--- src/sv/thkr_pkg.sv ---
`timescale 1ns / 1ps
// ----------------------------------------------------------------------------
// thkr_pkg
// Shared types, constants and control structs of the tap/hold key resolver.
// ----------------------------------------------------------------------------
package thkr_pkg;

    localparam int MAX_ENTRIES = 8;
    localparam int IDX_W       = (MAX_ENTRIES > 1) ? $clog2(MAX_ENTRIES) : 1;
    localparam int CNT_W       = $clog2(MAX_ENTRIES + 1);

    localparam int RESULT_CAP  = 8;
    localparam int EV_IDX_W    = $clog2(RESULT_CAP);
    localparam int EV_CNT_W    = $clog2(RESULT_CAP + 1);

    localparam logic [7:0] TAP_RELEASE_RESET = 8'd3;

    localparam int FLAG_DLY  = 0;
    localparam int FLAG_OTH  = 1;
    localparam int FLAG_HELD = 2;
    localparam int FLAG_TAP  = 3;
    localparam int FLAG_GEN  = 4;

    typedef enum logic [1:0] {
        KIND_PRESS   = 2'd0,
        KIND_RELEASE = 2'd1,
        KIND_TASK    = 2'd2,
        KIND_RESET   = 2'd3
    } kind_t;

    typedef struct packed {
        logic [15:0] addr;
        logic [3:0]  kb;
        logic [15:0] deadline;
        logic [15:0] held_code;
        logic [15:0] tap_code;
        logic [4:0]  flags;
    } entry_t;

    localparam int ENTRY_W = $bits(entry_t);

    typedef struct packed {
        logic [15:0] code;
        logic        press;
        logic [3:0]  kb;
    } ev_t;

    typedef struct packed {
        logic accept;
        logic rd_scan;
        logic eval;
        logic move;
        logic out_next;
    } ctl_cmd_t;

    typedef struct packed {
        kind_t in_kind;
        logic  scan_end;
        logic  do_delete;
        logic  del_is_last;
        logic  out_last;
    } dp_status_t;

endpackage

--- src/sv/thkr_ram.sv ---
`timescale 1ns / 1ps
// ----------------------------------------------------------------------------
// thkr_ram
// Generic single-write, single-read RAM with registered read data.
// ----------------------------------------------------------------------------
module thkr_ram #(
    parameter int WIDTH = 8,
    parameter int DEPTH = 8,
    localparam int AW   = (DEPTH > 1) ? $clog2(DEPTH) : 1
) (
    input  logic             clk,
    input  logic             wr_en,
    input  logic [AW-1:0]    wr_addr,
    input  logic [WIDTH-1:0] wr_data,
    input  logic             rd_en,
    input  logic [AW-1:0]    rd_addr,
    output logic [WIDTH-1:0] rd_data
);

    logic [WIDTH-1:0] mem_reg [DEPTH];
    logic [WIDTH-1:0] rd_data_reg;

    always_ff @(posedge clk)
    begin
        if (wr_en)
        begin
            mem_reg[wr_addr] <= wr_data;
        end
        if (rd_en)
        begin
            rd_data_reg <= mem_reg[rd_addr];
        end
    end

    assign rd_data = rd_data_reg;

endmodule

--- src/sv/thkr_datapath.sv ---
`timescale 1ns / 1ps
// ----------------------------------------------------------------------------
// thkr_datapath
// Pending-key table, entry evaluation, event buffer and result fields.
// ----------------------------------------------------------------------------
module thkr_datapath (
    input  logic                clk,
    input  logic                rst_n,
    input  logic                cfg_wr_en,
    input  logic [7:0]          cfg_wr_data,
    input  logic [1:0]          kind,
    input  logic [15:0]         now_ms,
    input  logic [15:0]         key_addr,
    input  logic [3:0]          kb_id,
    input  logic [15:0]         delay_ms,
    input  logic                delay_mode,
    input  logic                other_key_mode,
    input  logic [15:0]         hold_key_code,
    input  logic [15:0]         tap_key_code,
    input  logic                other_pressed,
    input  thkr_pkg::ctl_cmd_t  cmd,
    output thkr_pkg::dp_status_t status,
    output logic                has_event,
    output logic [15:0]         event_code,
    output logic                is_press,
    output logic [3:0]          event_kb,
    output logic                buffer_others,
    output logic                list_active
);
    import thkr_pkg::*;

    logic [CNT_W-1:0]    count_reg, count_next, count_m1;
    logic                buf_reg, buf_next;
    logic [7:0]          tap_rel_reg;
    logic [CNT_W-1:0]    scan_idx_reg, scan_idx_next;
    logic [EV_CNT_W-1:0] ev_cnt_reg, ev_cnt_next, ev_cnt_m1;
    logic [EV_IDX_W-1:0] out_idx_reg, out_idx_next;
    ev_t                 ev_buf_reg [RESULT_CAP];

    kind_t               kind_q_reg;
    logic [15:0]         now_q_reg;
    logic [15:0]         addr_q_reg;
    logic [3:0]          kb_q_reg;
    logic                oth_q_reg;

    logic                ram_wr_en, ram_rd_en;
    logic [IDX_W-1:0]    ram_wr_addr, ram_rd_addr;
    logic [ENTRY_W-1:0]  ram_wr_data, ram_rd_data;

    entry_t              ent, ent_upd, press_ent;
    ev_t                 ev;
    logic                ev_valid, ev_push, wb, do_delete, clr_buf;
    logic                rel_match, ent_passed, no_gen;
    logic                hold_oth, hold_dly, tap_rel;
    logic [15:0]         dl_diff;

    thkr_ram #(
        .WIDTH (ENTRY_W),
        .DEPTH (MAX_ENTRIES)
    ) u_table (
        .clk     (clk),
        .wr_en   (ram_wr_en),
        .wr_addr (ram_wr_addr),
        .wr_data (ram_wr_data),
        .rd_en   (ram_rd_en),
        .rd_addr (ram_rd_addr),
        .rd_data (ram_rd_data)
    );

    assign count_m1  = CNT_W'(count_reg - CNT_W'(1));
    assign ev_cnt_m1 = EV_CNT_W'(ev_cnt_reg - EV_CNT_W'(1));

    assign press_ent.addr      = key_addr;
    assign press_ent.kb        = kb_id;
    assign press_ent.deadline  = 16'(now_ms + delay_ms);
    assign press_ent.held_code = hold_key_code;
    assign press_ent.tap_code  = tap_key_code;
    assign press_ent.flags     = {3'b000, other_key_mode, delay_mode};

    // Evaluate the entry read at the scan index
    assign ent        = entry_t'(ram_rd_data);
    assign dl_diff    = 16'(now_q_reg - ent.deadline);
    assign ent_passed = ~dl_diff[15];
    assign no_gen     = ~ent.flags[FLAG_GEN];
    assign rel_match  = (ent.addr == addr_q_reg) && (ent.kb == kb_q_reg)
                        && (ent.flags[FLAG_DLY] || ent.flags[FLAG_OTH]);
    assign hold_oth   = no_gen && ent.flags[FLAG_OTH] && oth_q_reg && !ent.flags[FLAG_HELD];
    assign hold_dly   = no_gen && !oth_q_reg && ent.flags[FLAG_DLY] && ent_passed
                        && !ent.flags[FLAG_HELD] && !ent.flags[FLAG_TAP];
    assign tap_rel    = no_gen && !oth_q_reg && ent.flags[FLAG_TAP] && ent_passed;

    always_comb
    begin
        ent_upd   = ent;
        ev        = '0;
        ev_valid  = 1'b0;
        wb        = 1'b0;
        do_delete = 1'b0;
        clr_buf   = 1'b0;
        if (kind_q_reg == KIND_RELEASE)
        begin
            if (rel_match && ent.flags[FLAG_HELD])
            begin
                ev        = '{code: ent.held_code, press: 1'b0, kb: kb_q_reg};
                ev_valid  = 1'b1;
                do_delete = 1'b1;
            end
            else if (rel_match)
            begin
                ent_upd.flags[FLAG_TAP] = 1'b1;
                ent_upd.deadline        = 16'(now_q_reg + {8'd0, tap_rel_reg});
                wb       = 1'b1;
                ev       = '{code: ent.tap_code, press: 1'b1, kb: kb_q_reg};
                ev_valid = 1'b1;
            end
        end
        else
        begin
            if (hold_oth || hold_dly)
            begin
                ent_upd.flags[FLAG_HELD] = 1'b1;
                ent_upd.flags[FLAG_GEN]  = 1'b1;
                wb       = 1'b1;
                ev       = '{code: ent.held_code, press: 1'b1, kb: ent.kb};
                ev_valid = 1'b1;
                clr_buf  = hold_oth;
            end
            else if (tap_rel)
            begin
                ev        = '{code: ent.tap_code, press: 1'b0, kb: ent.kb};
                ev_valid  = 1'b1;
                do_delete = 1'b1;
            end
        end
    end

    always_comb
    begin
        count_next    = count_reg;
        buf_next      = buf_reg;
        scan_idx_next = scan_idx_reg;
        ev_cnt_next   = ev_cnt_reg;
        out_idx_next  = out_idx_reg;
        ram_wr_en     = 1'b0;
        ram_wr_addr   = scan_idx_reg[IDX_W-1:0];
        ram_wr_data   = ENTRY_W'(ent_upd);
        ram_rd_en     = 1'b0;
        ram_rd_addr   = scan_idx_reg[IDX_W-1:0];
        ev_push       = 1'b0;
        if (cmd.accept)
        begin
            scan_idx_next = '0;
            ev_cnt_next   = '0;
            out_idx_next  = '0;
            unique case (kind_t'(kind))
                KIND_RESET:
                begin
                    count_next = '0;
                    buf_next   = 1'b0;
                end
                KIND_PRESS:
                begin
                    if (count_reg != CNT_W'(MAX_ENTRIES))
                    begin
                        ram_wr_en   = 1'b1;
                        ram_wr_addr = count_reg[IDX_W-1:0];
                        ram_wr_data = ENTRY_W'(press_ent);
                        count_next  = CNT_W'(count_reg + CNT_W'(1));
                        if (other_key_mode)
                        begin
                            buf_next = 1'b1;
                        end
                    end
                end
                KIND_RELEASE, KIND_TASK:
                begin
                end
            endcase
        end
        if (cmd.rd_scan)
        begin
            ram_rd_en = 1'b1;
        end
        if (cmd.eval)
        begin
            ram_wr_en = wb;
            if (ev_valid && (ev_cnt_reg < EV_CNT_W'(RESULT_CAP)))
            begin
                ev_push     = 1'b1;
                ev_cnt_next = EV_CNT_W'(ev_cnt_reg + EV_CNT_W'(1));
            end
            if (clr_buf)
            begin
                buf_next = 1'b0;
            end
            if (do_delete)
            begin
                if (scan_idx_reg == count_m1)
                begin
                    count_next = count_m1;
                end
                else
                begin
                    ram_rd_en   = 1'b1;
                    ram_rd_addr = count_m1[IDX_W-1:0];
                end
            end
            else
            begin
                scan_idx_next = CNT_W'(scan_idx_reg + CNT_W'(1));
            end
        end
        if (cmd.move)
        begin
            ram_wr_en   = 1'b1;
            ram_wr_data = ram_rd_data;
            count_next  = count_m1;
        end
        if (cmd.out_next)
        begin
            out_idx_next = EV_IDX_W'(out_idx_reg + EV_IDX_W'(1));
        end
    end

    always_ff @(posedge clk or negedge rst_n)
    begin
        if (!rst_n)
        begin
            count_reg    <= '0;
            buf_reg      <= 1'b0;
            tap_rel_reg  <= TAP_RELEASE_RESET;
            scan_idx_reg <= '0;
            ev_cnt_reg   <= '0;
            out_idx_reg  <= '0;
        end
        else
        begin
            count_reg    <= count_next;
            buf_reg      <= buf_next;
            scan_idx_reg <= scan_idx_next;
            ev_cnt_reg   <= ev_cnt_next;
            out_idx_reg  <= out_idx_next;
            if (cfg_wr_en)
            begin
                tap_rel_reg <= cfg_wr_data;
            end
        end
    end

    always_ff @(posedge clk)
    begin
        if (cmd.accept)
        begin
            kind_q_reg <= kind_t'(kind);
            now_q_reg  <= now_ms;
            addr_q_reg <= key_addr;
            kb_q_reg   <= kb_id;
            oth_q_reg  <= other_pressed;
        end
        if (ev_push)
        begin
            ev_buf_reg[ev_cnt_reg[EV_IDX_W-1:0]] <= ev;
        end
    end

    assign status.in_kind     = kind_t'(kind);
    assign status.scan_end    = (scan_idx_reg >= count_reg);
    assign status.do_delete   = do_delete;
    assign status.del_is_last = (scan_idx_reg == count_m1);
    assign status.out_last    = (ev_cnt_reg == '0)
                                || ({1'b0, out_idx_reg} == ev_cnt_m1);

    assign has_event     = (ev_cnt_reg != '0);
    assign event_code    = has_event ? ev_buf_reg[out_idx_reg].code  : 16'd0;
    assign is_press      = has_event ? ev_buf_reg[out_idx_reg].press : 1'b0;
    assign event_kb      = has_event ? ev_buf_reg[out_idx_reg].kb    : 4'd0;
    assign buffer_others = buf_reg;
    assign list_active   = (count_reg != '0);

    a_count_bound: assert property (@(posedge clk) disable iff (!rst_n)
        count_reg <= CNT_W'(MAX_ENTRIES))
        else $error("entry count above table depth");

    a_scan_bound: assert property (@(posedge clk) disable iff (!rst_n)
        scan_idx_reg <= count_reg)
        else $error("scan index beyond entry count");

    a_move_hole: assert property (@(posedge clk) disable iff (!rst_n)
        cmd.move |-> (scan_idx_reg < count_m1) && (count_reg != '0))
        else $error("move into a slot that is not a hole below the tail");

    a_eval_count: assert property (@(posedge clk) disable iff (!rst_n)
        cmd.eval && do_delete && (scan_idx_reg == count_m1) |=> !list_active
            || (count_reg == $past(count_m1)))
        else $error("tail delete did not shrink the list");

endmodule

--- src/sv/thkr_ctrl.sv ---
`timescale 1ns / 1ps
// ----------------------------------------------------------------------------
// thkr_ctrl
// Sequencer for accept, table scan, tail move and result delivery.
// ----------------------------------------------------------------------------
module thkr_ctrl (
    input  logic                 clk,
    input  logic                 rst_n,
    input  logic                 in_valid,
    output logic                 in_ready,
    output logic                 out_valid,
    input  logic                 out_ready,
    input  thkr_pkg::dp_status_t status,
    output thkr_pkg::ctl_cmd_t   cmd
);
    import thkr_pkg::*;

    typedef enum logic [2:0] {
        S_IDLE,
        S_SCAN,
        S_EVAL,
        S_MOVE,
        S_OUT
    } state_t;

    state_t state_reg, state_next;

    always_comb
    begin
        state_next = state_reg;
        cmd        = '0;
        unique case (state_reg)
            S_IDLE:
            begin
                if (in_valid)
                begin
                    cmd.accept = 1'b1;
                    if ((status.in_kind == KIND_RELEASE) || (status.in_kind == KIND_TASK))
                    begin
                        state_next = S_SCAN;
                    end
                    else
                    begin
                        state_next = S_OUT;
                    end
                end
            end
            S_SCAN:
            begin
                if (status.scan_end)
                begin
                    state_next = S_OUT;
                end
                else
                begin
                    cmd.rd_scan = 1'b1;
                    state_next  = S_EVAL;
                end
            end
            S_EVAL:
            begin
                cmd.eval = 1'b1;
                if (status.do_delete && !status.del_is_last)
                begin
                    state_next = S_MOVE;
                end
                else
                begin
                    state_next = S_SCAN;
                end
            end
            S_MOVE:
            begin
                cmd.move   = 1'b1;
                state_next = S_SCAN;
            end
            S_OUT:
            begin
                if (out_ready)
                begin
                    cmd.out_next = 1'b1;
                    if (status.out_last)
                    begin
                        state_next = S_IDLE;
                    end
                end
            end
            default:
            begin
                state_next = S_IDLE;
            end
        endcase
    end

    always_ff @(posedge clk or negedge rst_n)
    begin
        if (!rst_n)
        begin
            state_reg <= S_IDLE;
        end
        else
        begin
            state_reg <= state_next;
        end
    end

    assign in_ready  = (state_reg == S_IDLE);
    assign out_valid = (state_reg == S_OUT);

    a_move_after_eval: assert property (@(posedge clk) disable iff (!rst_n)
        cmd.move |-> $past(cmd.eval))
        else $error("tail move without a preceding delete");

    a_accept_exclusive: assert property (@(posedge clk) disable iff (!rst_n)
        cmd.accept |-> !out_valid && !cmd.eval && !cmd.move)
        else $error("transaction accepted while busy");

    a_last_ends: assert property (@(posedge clk) disable iff (!rst_n)
        out_valid && out_ready && status.out_last |=> in_ready)
        else $error("final result did not return to idle");

endmodule

--- src/sv/tap_hold_key_resolver_unit.sv ---
`timescale 1ns / 1ps
// ----------------------------------------------------------------------------
// tap_hold_key_resolver_unit
// Tap/hold dual-role key resolver: pending-key table with event generation.
// ----------------------------------------------------------------------------
// Press and reset transactions: first result in the cycle after accept.
// Release and task transactions: each entry is read, then evaluated, plus a
//   compacting move after a delete below the tail, all on the single table
//   read port; then one result per cycle while out_ready is high, one
//   transaction at a time. Reset clears the list, the buffer flag and sets tap release to 3 ms; the
//   table needs no clearing pass.
module tap_hold_key_resolver_unit (
    input  logic        clk,
    input  logic        rst_n,
    input  logic        cfg_wr_en,
    input  logic [7:0]  cfg_wr_data,
    input  logic        in_valid,
    output logic        in_ready,
    input  logic [1:0]  kind,
    input  logic [15:0] now_ms,
    input  logic [15:0] key_addr,
    input  logic [3:0]  kb_id,
    input  logic [15:0] delay_ms,
    input  logic        delay_mode,
    input  logic        other_key_mode,
    input  logic [15:0] hold_key_code,
    input  logic [15:0] tap_key_code,
    input  logic        other_pressed,
    output logic        out_valid,
    input  logic        out_ready,
    output logic        has_event,
    output logic [15:0] event_code,
    output logic        is_press,
    output logic [3:0]  event_kb,
    output logic        last,
    output logic        buffer_others,
    output logic        list_active
);
    import thkr_pkg::*;

    ctl_cmd_t   cmd;
    dp_status_t status;

    thkr_ctrl u_ctrl (
        .clk       (clk),
        .rst_n     (rst_n),
        .in_valid  (in_valid),
        .in_ready  (in_ready),
        .out_valid (out_valid),
        .out_ready (out_ready),
        .status    (status),
        .cmd       (cmd)
    );

    thkr_datapath u_dp (
        .clk            (clk),
        .rst_n          (rst_n),
        .cfg_wr_en      (cfg_wr_en),
        .cfg_wr_data    (cfg_wr_data),
        .kind           (kind),
        .now_ms         (now_ms),
        .key_addr       (key_addr),
        .kb_id          (kb_id),
        .delay_ms       (delay_ms),
        .delay_mode     (delay_mode),
        .other_key_mode (other_key_mode),
        .hold_key_code  (hold_key_code),
        .tap_key_code   (tap_key_code),
        .other_pressed  (other_pressed),
        .cmd            (cmd),
        .status         (status),
        .has_event      (has_event),
        .event_code     (event_code),
        .is_press       (is_press),
        .event_kb       (event_kb),
        .buffer_others  (buffer_others),
        .list_active    (list_active)
    );

    assign last = status.out_last;

endmodule

--- config.mk ---
export PLATFORM = sky130hd
export DESIGN_NAME = tap_hold_key_resolver_unit
export DESIGN_NICKNAME = d
export VERILOG_FILES = /design/src/sv/thkr_pkg.sv /design/src/sv/thkr_ram.sv /design/src/sv/thkr_datapath.sv /design/src/sv/thkr_ctrl.sv /design/src/sv/tap_hold_key_resolver_unit.sv
export SDC_FILE = /design/constraint.sdc
export NUM_CORES = 1
export LEC_CHECK = 0
export BUFFER_PORTS_ARGS = -buffer_cell sky130_fd_sc_hd__buf_2
export CAP_MARGIN = 10
export CORE_UTILIZATION = 40
export DETAILED_ROUTE_END_ITERATION = 16
export PLACE_DENSITY_LB_ADDON = 0.15
export SYNTH_ARGS = -nofsm -noshare
export SYNTH_HDL_FRONTEND = slang
export SYNTH_SLANG_ARGS = --single-unit
--- constraint.sdc ---
create_clock -name clk -period 8.7 [get_ports clk]
set_clock_uncertainty 0.1 [all_clocks]
set_input_delay 0 -clock clk [delete_from_list [all_inputs] [get_ports clk]]
set_output_delay 0 -clock clk [all_outputs]
set_load 0.03 [all_outputs]
==> metrics.md, run 1 <==
| Metric | Value |
|---|---|
| CTS resizes | 0 |
| Post-synth top cells | edfxtp_1, nand2_1, a211oi_1 |
| Outcome | completed |
| Max-slew violations | 0 |
| Clock Tree Root | clkbuf_16 |
| Post-Route Setup TNS | 0 ns |
| Unrepaired setup endpoints after global routing | false |
| Ports | 129 |
| Dpl cell area | 39430 µm² |
| Filler cells | 7904 |
| Total routed wirelength | 97350 µm |
| Grt met3 use | 0.03592 |
| Syn_area_per_cell | approximately 15 µm² |
| Final Util | 0.4758 |
| Count leader, synth | edfxtp_1 |
| DR WL/cell | 24.47 µm |
| Req. time, crit path | roughly 9 ns |
| Synth Register Bits | 891 |
| Tot GR Track Use | 0.2046 |
| Worst Path Max Fanout | 220 |
| CP Class | flip-flop to flip-flop |
| Final antenna-violating net count | 0 |
| Met1 GRT Util | 0.2781 |
| Initial DRC Count | 1769 |
| Htree depth | 3 |
| NetSw | 3543 µW |
| Comb power frac | 0.227 |
| Synth area leaders | edfxtp_1, a211oi_1, and3_1, mux2i_1, mux4_2 |
| Ys flop type | edfxtp_1 |
| Starting Density | 0.4062 |
| Via count | 22110 |
| Yosys cell types | 70 |
| Slew @ Worst Pin | 1.211 ns |
| P per Cell Area | around 280 nW/µm² |
| Reg power frac | 0.445 |
| P_leak | 0.01571 µW |
| Final worst slack | 2.994 ns |
| Largest register FFs | 584 |
| Overflow after GRT | 0 |
| Clock slew seen by the registers of the worst setup and hold paths | 0.06 ns |
| Routed vias/inst | 5.556 |
| Register area share after synthesis | 0.7118 |
| Final Cycle Share | 0.6558 |
| Complex-gate fraction of the synthesized area | 0.09504 |
| Yosys warns | 0 |
| Die Width | 307.8 µm |
| Synth Area in XOR/XNOR | 0.01241 |
| Layout cell share with drive strength beyond 1 | 0.1514 |
| Drc violations | 0 |
| DP HPWL | roughly 53000 µm |
| Largest family of logic cells by synthesized area | compound AO/OA/AOI/OAI gates |
| Max_cap viols | 0 |
| Post-Synth Adder-Cell Area | 0.01746 |
| Insertion delay to the later sink of the worst-skew pair | 0.65 ns |
| Gate Count Post-Synth | 2424 |
| Dpl ws | 3.089 ns |
| Synth area leader | edfxtp_1 |
| Switching share of power | 0.2904 |
| Port Buf Inserts | 128 |
| Routability cong. | 0.8274 |
| Endpoints failing hold | 0 |
| Initial antenna violation count | 2 |
| TritonCTS buffer count | 93 |
| Clock sinks | 891 |
| Core Box Area | ~92000 µm² |
| Top cell type's share of synthesized area | 0.6937 |
| Pint | just under 9000 µW |
| First-pass GRT wire length | 143800 µm |
| GR peak layer | met2 |
| Design area | 43810 µm² |
| Async set or reset register ratio after synthesis | 0.03030 |
| EDFF count, synth | roughly 860 |
| Placed Instances | about 3700 |
| Nets@finish | 2816 |
| Global routing usage on met2 | 0.3384 |
| Synth Cell Area | approximately 37000 µm² |
| CP Capture Type | flip-flop |
| Crit path arrival time | roughly 6 ns |
| Startpoint types | flip-flop |
| Slew HR | 0.1927 |
| TritonRoute pass-1 iters | 5 |
| Largest vdd supply drop | between 0.2 and 0.3 mV |
| Worst-case clock buffer depth | 3 |
| Layout area overhead | 17.13% |
| Hold WC Path Type | input pin to flip-flop |
| Clock Power Share | 0.329 |
| Final cell count without fillers | 3979 |
| Syn nets | about 2600 |
| Peak Freq | 175.3 MHz |
| Num rows | around 110 |
| Die area | ~95000 µm² |
| TritonCTS clock tree | built |
| Die Y | 307.8 µm |
| Fraction of the mapped netlist area in simple logic gates | 0.08394 |
| Largest net degree at the start of global routing | 221 |
| Number of global-route vias before repair | 22220 |
| Setup-failing EPs final | 0 |
| Min Tclk post-route | 5.706 ns |
| Mux contribution to synthesized area | 0.05517 |
## worst max-delay path: stages, from the launching register on
cell,delay [ns]
dfrtp_1,0.53
inv_1,0.22
ha_1,0.28
xor2_1,0.35
xor2_1,0.12
or4_4,0.58
and4_1,0.22
a311o_2,0.38
buf_12,0.25
nand2_8,0.93
buf_12,0.53
mux2i_1,0.18
a2111oi_1,0.47
## path summary, 6_finish.rpt
check	start	to	slack, ns	cells past startpoint
worst max-delay path	u_dp.count_reg[0]	u_dp.u_table.rd_data[43]	2.99	12
worst min register to register	u_ctrl.state_reg[2]	u_ctrl.state_reg[0]	0.40	1
worst max register to register	u_dp.count_reg[0]	u_dp.u_table.rd_data[43]	2.99	12
max in group asynchronous	rst_n	u_dp.out_idx_reg[1]	7.93	4
worst min-delay path	key_addr[10]	u_dp.addr_q_reg[10]	0.03	2
min in group asynchronous	rst_n	u_dp.tap_rel_reg[1]	0.36	3
## power groups by stage
stage | logic, µW | clock network [µW] | registers (µW)
after floorplan | 1990 | 0 | 5480
after global placement | 2670 | 0 | 5500
after detailed placement | 2730 | 0 | 5510
after CTS | 2780 | 4100 | 5420
after global routing | 3010 | 4270 | 5440
final | 2770 | 4010 | 5420
## placed cells by master (no fill, tap or decap), types with 10 or more instances in the layout
cell	n
edfxtp_1	864
nand2_1	226
a211oi_1	224
and3_1	222
buf_2	128
dlygate4sd3_1	127
mux2i_1	98
clkbuf_16	98
nor2_1	64
inv_1	49
ha_1	49
a2111oi_1	45
mux4_2	42
buf_4	40
o21ai_0	38
a21oi_1	35
xnor2_1	31
a2111oi_2	25
dfrtp_1	23
xor2_1	22
a22o_1	21
nand3_1	20
clkbuf_1	18
nor3_1	17
clkinv_2	17
nand4_1	11
clkinv_1	11
bufinv_16	11
or3_1	10
## per-stage QoR
step	power (µW)	hold WS, ns
finish	12200	0.02976
global route	12720	0.006704
CTS	12300	0.001498
detailed placement	8238	-0.03259
global placement	8173	-0.04345
floorplan	7471	-0.3956
## cell type report
class	instances	area, µm²	area share
inverters	50	187.7	0.004284
clock inverters	47	520.5	0.01188
repair buffers	299	2292	0.05232
flip-flops and latches	891	26630	0.6078
well taps	1243	1555	0.03550
clock buffers	119	2561	0.05846
diodes	2	5.005	0.0001142
multi-input cells	1328	10060	0.2297
## cells by family (layout without fill, tap and decap cells)
group / count (synthesis) / in the layout
fa+ha+maj: 51 / 51
simple gates: 618 / 618
xor+xnor: 53 / 53
flops: 891 / 891
other cells: 0 / 2
compound gates: 454 / 454
buf+inv: 205 / 515
mux: 152 / 152
## routing by layer
layer	wire length [µm]	vias up	part of all wire
li1	-	10080	-
met3	5762	118	0.059
met4	1841	0	0.019
met1	42870	11270	0.44
met2	46880	638	0.48
met5	0	-	0
## timing repair
item,in CTS,in global routing
hold buffers,128,0
setup buffers,0,0
hold endpoints to repair,516,0
(Power assumes the default switching activity.)
==> inputs of run 2 (changes only) <==
clock period = 5.1 ns   (was 8.7 ns; I/O delays follow)
==> run 2 against run 1 <==
Critical path depth shrank 1. Via count grew 0.90%. Non-clock buffer count grew 22. Fmax grew 24%. Power grew 68%. Setup slack lost 2.5 ns. Flip-flop and latch count is the same. Utilization grew 0.28 points. Combinational power grew 71%. Global-route usage grew 0.34 points. Worst hold slack gained 0.0014 ns. Die area is the same. Largest cell class unchanged.
==> metrics.md, run 2 (synthesized netlist as in run 1, its figures left out) <==
| Metric | Value |
|---|---|
| Outcome | completed |
| Req. time, crit path | between 5 and 6 ns |
| Crit path buffers/inverters | 2 |
| Htree depth | 3 |
| Unrepaired setup endpoints after global routing | false |
| Layout area overhead | 17.82% |
| Final antenna-violating net count | 0 |
| Largest vdd supply drop | 0.2665 mV |
| Total area of sequential cells | between 20000 and 30000 µm² |
| TritonCTS buffer count | 94 |
| DP HPWL | 54210 µm |
| Overflow after GRT | 0 |
| Pint | approximately 15000 µW |
| Drc violations | 0 |
| Initial DRC Count | 1689 |
| TritonRoute pass-1 iters | 5 |
| Dpl ws | 0.5469 ns |
| Setup-failing EPs final | 0 |
| Nets@finish | 2839 |
| N_diodes | 0 |
| TritonCTS clock tree | built |
| Endpoints failing hold | 0 |
| Hold WC Path Type | input pin to flip-flop |
| Ports | about 130 |
| Routed vias/inst | 5.574 |
| Initial antenna violation count | 0 |
| Overall power | 20550 µW |
| Total routed wirelength | 98180 µm |
| Slowest-stage cell, CP | and4_1 |
| Post-CTS setup buffer count | 0 |
| Largest stage delay, worst path | ~0.55 ns |
| CTS resizes | 0 |
| Dpl cell area | ~40000 µm² |
| Largest net degree at the start of global routing | 220 |
| CP delay by family, top | simple AND/OR/NAND/NOR gates |
| Layout cell share with drive strength beyond 1 | 0.1519 |
| Port Buf Inserts | ~130 |
| Final Cycle Share | 0.9020 |
| Routability cong. | 0.8298 |
| Comb power frac | 0.231 |
| Number of global-route vias before repair | 22600 |
| First-pass GRT wire length | 146600 µm |
| Worst Path Max Fanout | 60 |
| Design area | about 44000 µm² |
| Cells along the critical path | xnor2_1 -> nand4_1 -> nor4_1 -> and4_1 -> buf_4 -> and2_1 -> o2111ai_4 -> nand2_8 -> buf_12 -> mux2i_1 -> a2111oi_0 |
| Die Y | 307.8 µm |
| Die area | 94730 µm² |
| P_leak | 0.01580 µW |
| CP Capture Type | flip-flop |
| Multi-input logic area | a little over 10000 µm² |
| Peak Freq | 217.4 MHz |
| Max-slew violations | 0 |
| Filler cells | 7828 |
| Final worst slack | 0.4997 ns |
| Max_cap viols | 0 |
| Tot GR Track Use | 0.2080 |
| Commonest non-fill, non-tap cell in the layout | edfxtp_1 |
| Num rows | 111 |
| Starting Density | 0.4062 |
| CP Class | flip-flop to flip-flop |
| DR WL/cell | 24.53 µm |
| NetSw | between 6000 and 7000 µW |
| Die Width | between 300 and 400 µm |
| Crit path arrival time | 4.89 ns |
| Startpoint types | flip-flop |
| Switching share of power | 0.2940 |
| Post-Route Setup TNS | 0 ns |
| Slew HR | 0.2537 |
| Reg power frac | 0.453 |
| Worst-case clock buffer depth | 3 |
| Insertion delay to the later sink of the worst-skew pair | 0.64 ns |
| Slew @ Worst Pin | 1.108 ns |
| Core Box Area | just over 90000 µm² |
| Via count | 22310 |
| Largest register FFs | 584 |
| Clock Power Share | 0.315 |
| Final Util | 0.4786 |
| Clock Tree Root | clkbuf_16 |
| Clock sinks | 891 |
| Clock slew seen by the registers of the worst setup and hold paths | 0.06 ns |
| P per Cell Area | between 400 and 500 nW/µm² |
| Min Tclk post-route | around 4.6 ns |
| Most frequent cells in the layout | edfxtp_1, nand2_1, a211oi_1 |
## run 2: cell count changes in the layout (fill, tap and decap cells not counted), moves of 2 or more
cell / delta
clkbuf_1: +7
bufinv_16: -5
diode_2: -2
inv_6: -2
clkbuf_8: -3
buf_4: -4
dlygate4sd3_1: +4
buf_12: +22
clkinv_1: +9
## run 2: timing repair
item / 4_1_cts / 5_1_grt
hold endpoints to repair: 515 / 0
setup endpoints to repair: 0 / 0
hold buffers: 132 / 0
## run 2: final timing paths
check,depth (start not counted),start,slack (ns),to
setup / recovery,11,u_dp.u_table.rd_data[59],0.50,u_dp.u_table.rd_data[71]
hold / removal,2,key_addr[10],0.03,u_dp.addr_q_reg[10]
setup reg to reg,11,u_dp.u_table.rd_data[59],0.50,u_dp.u_table.rd_data[71]
hold reg to reg,1,u_ctrl.state_reg[2],0.40,u_ctrl.state_reg[0]
max in group asynchronous,4,rst_n,4.36,u_dp.out_idx_reg[0]
min in group asynchronous,4,rst_n,0.35,u_dp.tap_rel_reg[4]
## run 2: metal layers
metal / wire length (µm) / vias up / GRT usage / part of all wire
met2: 46820 / 589 / 0.3376 / 0.48
met1: 44190 / 11430 / 0.2876 / 0.45
met3: 4922 / 135 / 0.03345 / 0.050
met4: 2257 / 0 / 0.06167 / 0.023
met5: 0 / - / 0 / 0
li1: - / 10150 / - / -
## run 2: layout make-up
class	count	share of cell area
Sequential cell	891	0.6042
Clock buffer	122	0.05721
Inverter	50	0.004259
Tap cell	1243	0.03529
Multi-Input combinational cell	1328	0.2283
Timing Repair Buffer	321	0.06224
Clock inverter	47	0.008461
## run 2: worst reg2reg max path: cells and delay by family (launching register included)
family	cells	cell delay [ns]
compound gates	2	0.80
simple gates	5	1.81
flops	1	0.41
xor+xnor	1	0.46
buf+inv	2	0.62
mux	1	0.16
## run 2: through the flow
stage / cells / hold WS [ns]
floorplan: 2424 / -0.3956
global placement: 3701 / -0.05031
detailed placement: 3701 / -0.03289
CTS: 4002 / 0.0004906
global route: 4002 / 0.01304
finish: 4002 / 0.03113
## run 2: power groups by stage
stage          Sequential, µW  Combinational (µW)  Clock (µW)
2_1_floorplan            9320                3400           0
3_3_place_gp             9450                4590           0
6_report                 9310                4750        6480
4_1_cts                  9310                4780        6640
5_1_grt                  9350                5190        6910
3_5_place_dp             9460                4680           0
==> inputs of run 3 (changes only) <==
clock period = 4.2 ns   (was 5.1 ns; I/O delays follow)
==> run 3 against run 2 <==
Sequential share of layout area down 1.1 points. Setup slack worse by 0.39 ns. Largest power group unchanged. Register-to-register slack worse by 0.39 ns. Highest routed layer unchanged.
==> metrics.md, run 3 (synthesized netlist as in run 1, its figures left out) <==
| Metric | Value |
|---|---|
| Outcome | completed |
| Starting Density | 0.4062 |
| Startpoint types | flip-flop |
| Peak Freq | 244.5 MHz |
| Worst Path Max Fanout | 8 |
| Die Y | 307.8 µm |
| CP Class | flip-flop to flip-flop |
| Most frequent cells in the layout | edfxtp_1, nand2_1, a211oi_1 |
| Pint | 18130 µW |
| Comb power frac | 0.232 |
| Crit path buffers/inverters | 1 |
| Post-Route Setup TNS | 0 ns |
| Routed vias/inst | ~5.6 |
| Endpoints failing hold | 0 |
| Layout cell share with drive strength beyond 1 | 0.1648 |
| Placed Instances | around 3700 |
| DR WL/cell | 24.48 µm |
| Htree depth | 3 |
| Slew HR | 0.2506 |
| Final antenna-violating net count | 0 |
| Largest stage delay, worst path | 0.71 ns |
| Switching share of power | 0.2946 |
| Max_cap viols | 0 |
| Routability cong. | around 0.8 |
| P_leak | 0.01618 µW |
| Unrepaired setup endpoints after global routing | false |
| Total routed wirelength | 99120 µm |
| Layout area overhead | 19.94% |
| Cells along the critical path | xnor2_1 -> nor4bb_1 -> nand4b_1 -> or4_1 -> nor2_1 -> a211o_1 -> nand3b_1 -> o22ai_4 -> buf_4 |
| Setup-failing EPs final | 0 |
| CP Capture Type | flip-flop |
| Tot GR Track Use | 0.2086 |
| Largest net degree at the start of global routing | 111 |
| Clock Tree Root | clkbuf_16 |
| Ports | 129 |
| Slowest-stage cell, CP | or4_1 |
| Final Util | 0.4872 |
| Worst-case clock buffer depth | 3 |
| Crit path arrival time | between 4 and 5 ns |
| DP HPWL | 56820 µm |
| Drc violations | 0 |
| Final Cycle Share | 0.9739 |
| Clock Power Share | 0.326 |
| Largest register FFs | 584 |
| Max-slew violations | 0 |
| First-pass GRT wire length | 146500 µm |
| Largest vdd supply drop | 0.3254 mV |
| TritonRoute pass-1 iters | 5 |
| Core Box Area | between 90000 and 100000 µm² |
| Clock sinks | between 800 and 900 |
| Via count | 22580 |
| NetSw | ~7600 µW |
| Die area | ~95000 µm² |
| P per Cell Area | approximately 570 nW/µm² |
| Overflow after GRT | 0 |
| Reg power frac | 0.442 |
| Hold WC Path Type | input pin to flip-flop |
| Req. time, crit path | around 4.5 ns |
| Slew @ Worst Pin | 1.112 ns |
| TritonCTS clock tree | built |
| Min Tclk post-route | 4.091 ns |
| Dpl cell area | 40340 µm² |
| Post-CTS setup buffer count | 0 |
| Port Buf Inserts | 128 |
| Num rows | 111 |
| Initial DRC Count | roughly 1700 |
| Commonest non-fill, non-tap cell in the layout | edfxtp_1 |
| Insertion delay to the later sink of the worst-skew pair | 0.67 ns |
| Die Width | 307.8 µm |
| Nets@finish | 2880 |
| CP delay by family, top | simple AND/OR/NAND/NOR gates |
| Design area | 44860 µm² |
| TritonCTS buffer count | between 90 and 100 |
| Clock slew seen by the registers of the worst setup and hold paths | 0.06 ns |
| Initial antenna violation count | 1 |
| Final cell count without fillers | a little over 4000 |
| Number of global-route vias before repair | 22710 |
run 3: path summary, 6_finish.rpt:
check	from	to	slack, ns	cells after the start
min	kb_id[1]	u_dp.kb_q_reg[1]	0.03	2
max in group asynchronous	rst_n	u_dp.out_idx_reg[0]	3.47	4
max	u_dp.addr_q_reg[15]	u_dp.u_table.mem_reg[1][44]	0.11	9
max reg2reg	u_dp.addr_q_reg[15]	u_dp.u_table.mem_reg[1][44]	0.11	9
min reg2reg	u_ctrl.state_reg[2]	u_ctrl.state_reg[0]	0.42	1
min in group asynchronous	rst_n	u_dp.tap_rel_reg[6]	0.34	4
run 3: layout make-up:
| type | instances | area, µm² |
|---|---|---|
| well taps | 1243 | 1555 |
| diodes | 2 | 5.005 |
| fillers | 7773 | 47220 |
| clock inverters | 54 | 608.1 |
| repair buffers | 362 | 3306 |
| multi-input cells | 1328 | 10070 |
| flip-flops and latches | 891 | 26630 |
| clock buffers | 119 | 2499 |
| inverters | 50 | 187.7 |
run 3: what timing repair did:
item | CTS | global route
endpoints found under the hold margin | 521 | 0
gates resized for setup | 0 | 2
hold buffers | 139 | 0
setup endpoints to repair | 0 | 84
run 3: power by group through the flow:
stage,Clock [µW],Combinational (µW),Sequential [µW]
floorplan,0,4150,11300
global placement,0,5720,11500
detailed placement,0,5840,11600
CTS,8550,5980,11400
global route,8860,6470,11400
finish,8370,5960,11400
run 3: metrics by stage:
| step | power [µW] | setup WS [ns] | hold WS (ns) |
|---|---|---|---|
| finish | 25700 | 0.1095 | 0.02523 |
| global route | 26750 | 0.01270 | 0.03978 |
| CTS | 25900 | 0.01191 | 0.006884 |
| detailed placement | 17400 | 0.03073 | -0.03910 |
| global placement | 17260 | 0.04533 | -0.05301 |
| floorplan | 15450 | -0.5252 | -0.3956 |
run 3: layer usage:
layer / routed length (µm) / vias up / track usage / share of wire
met3: 4890 / 130 / 0.02739 / 0.049
li1: - / 10230 / - / -
met2: 47680 / 638 / 0.3438 / 0.48
met5: 0 / - / 0 / 0
met1: 44320 / 11580 / 0.2878 / 0.45
met4: 2231 / 0 / 0.06248 / 0.023
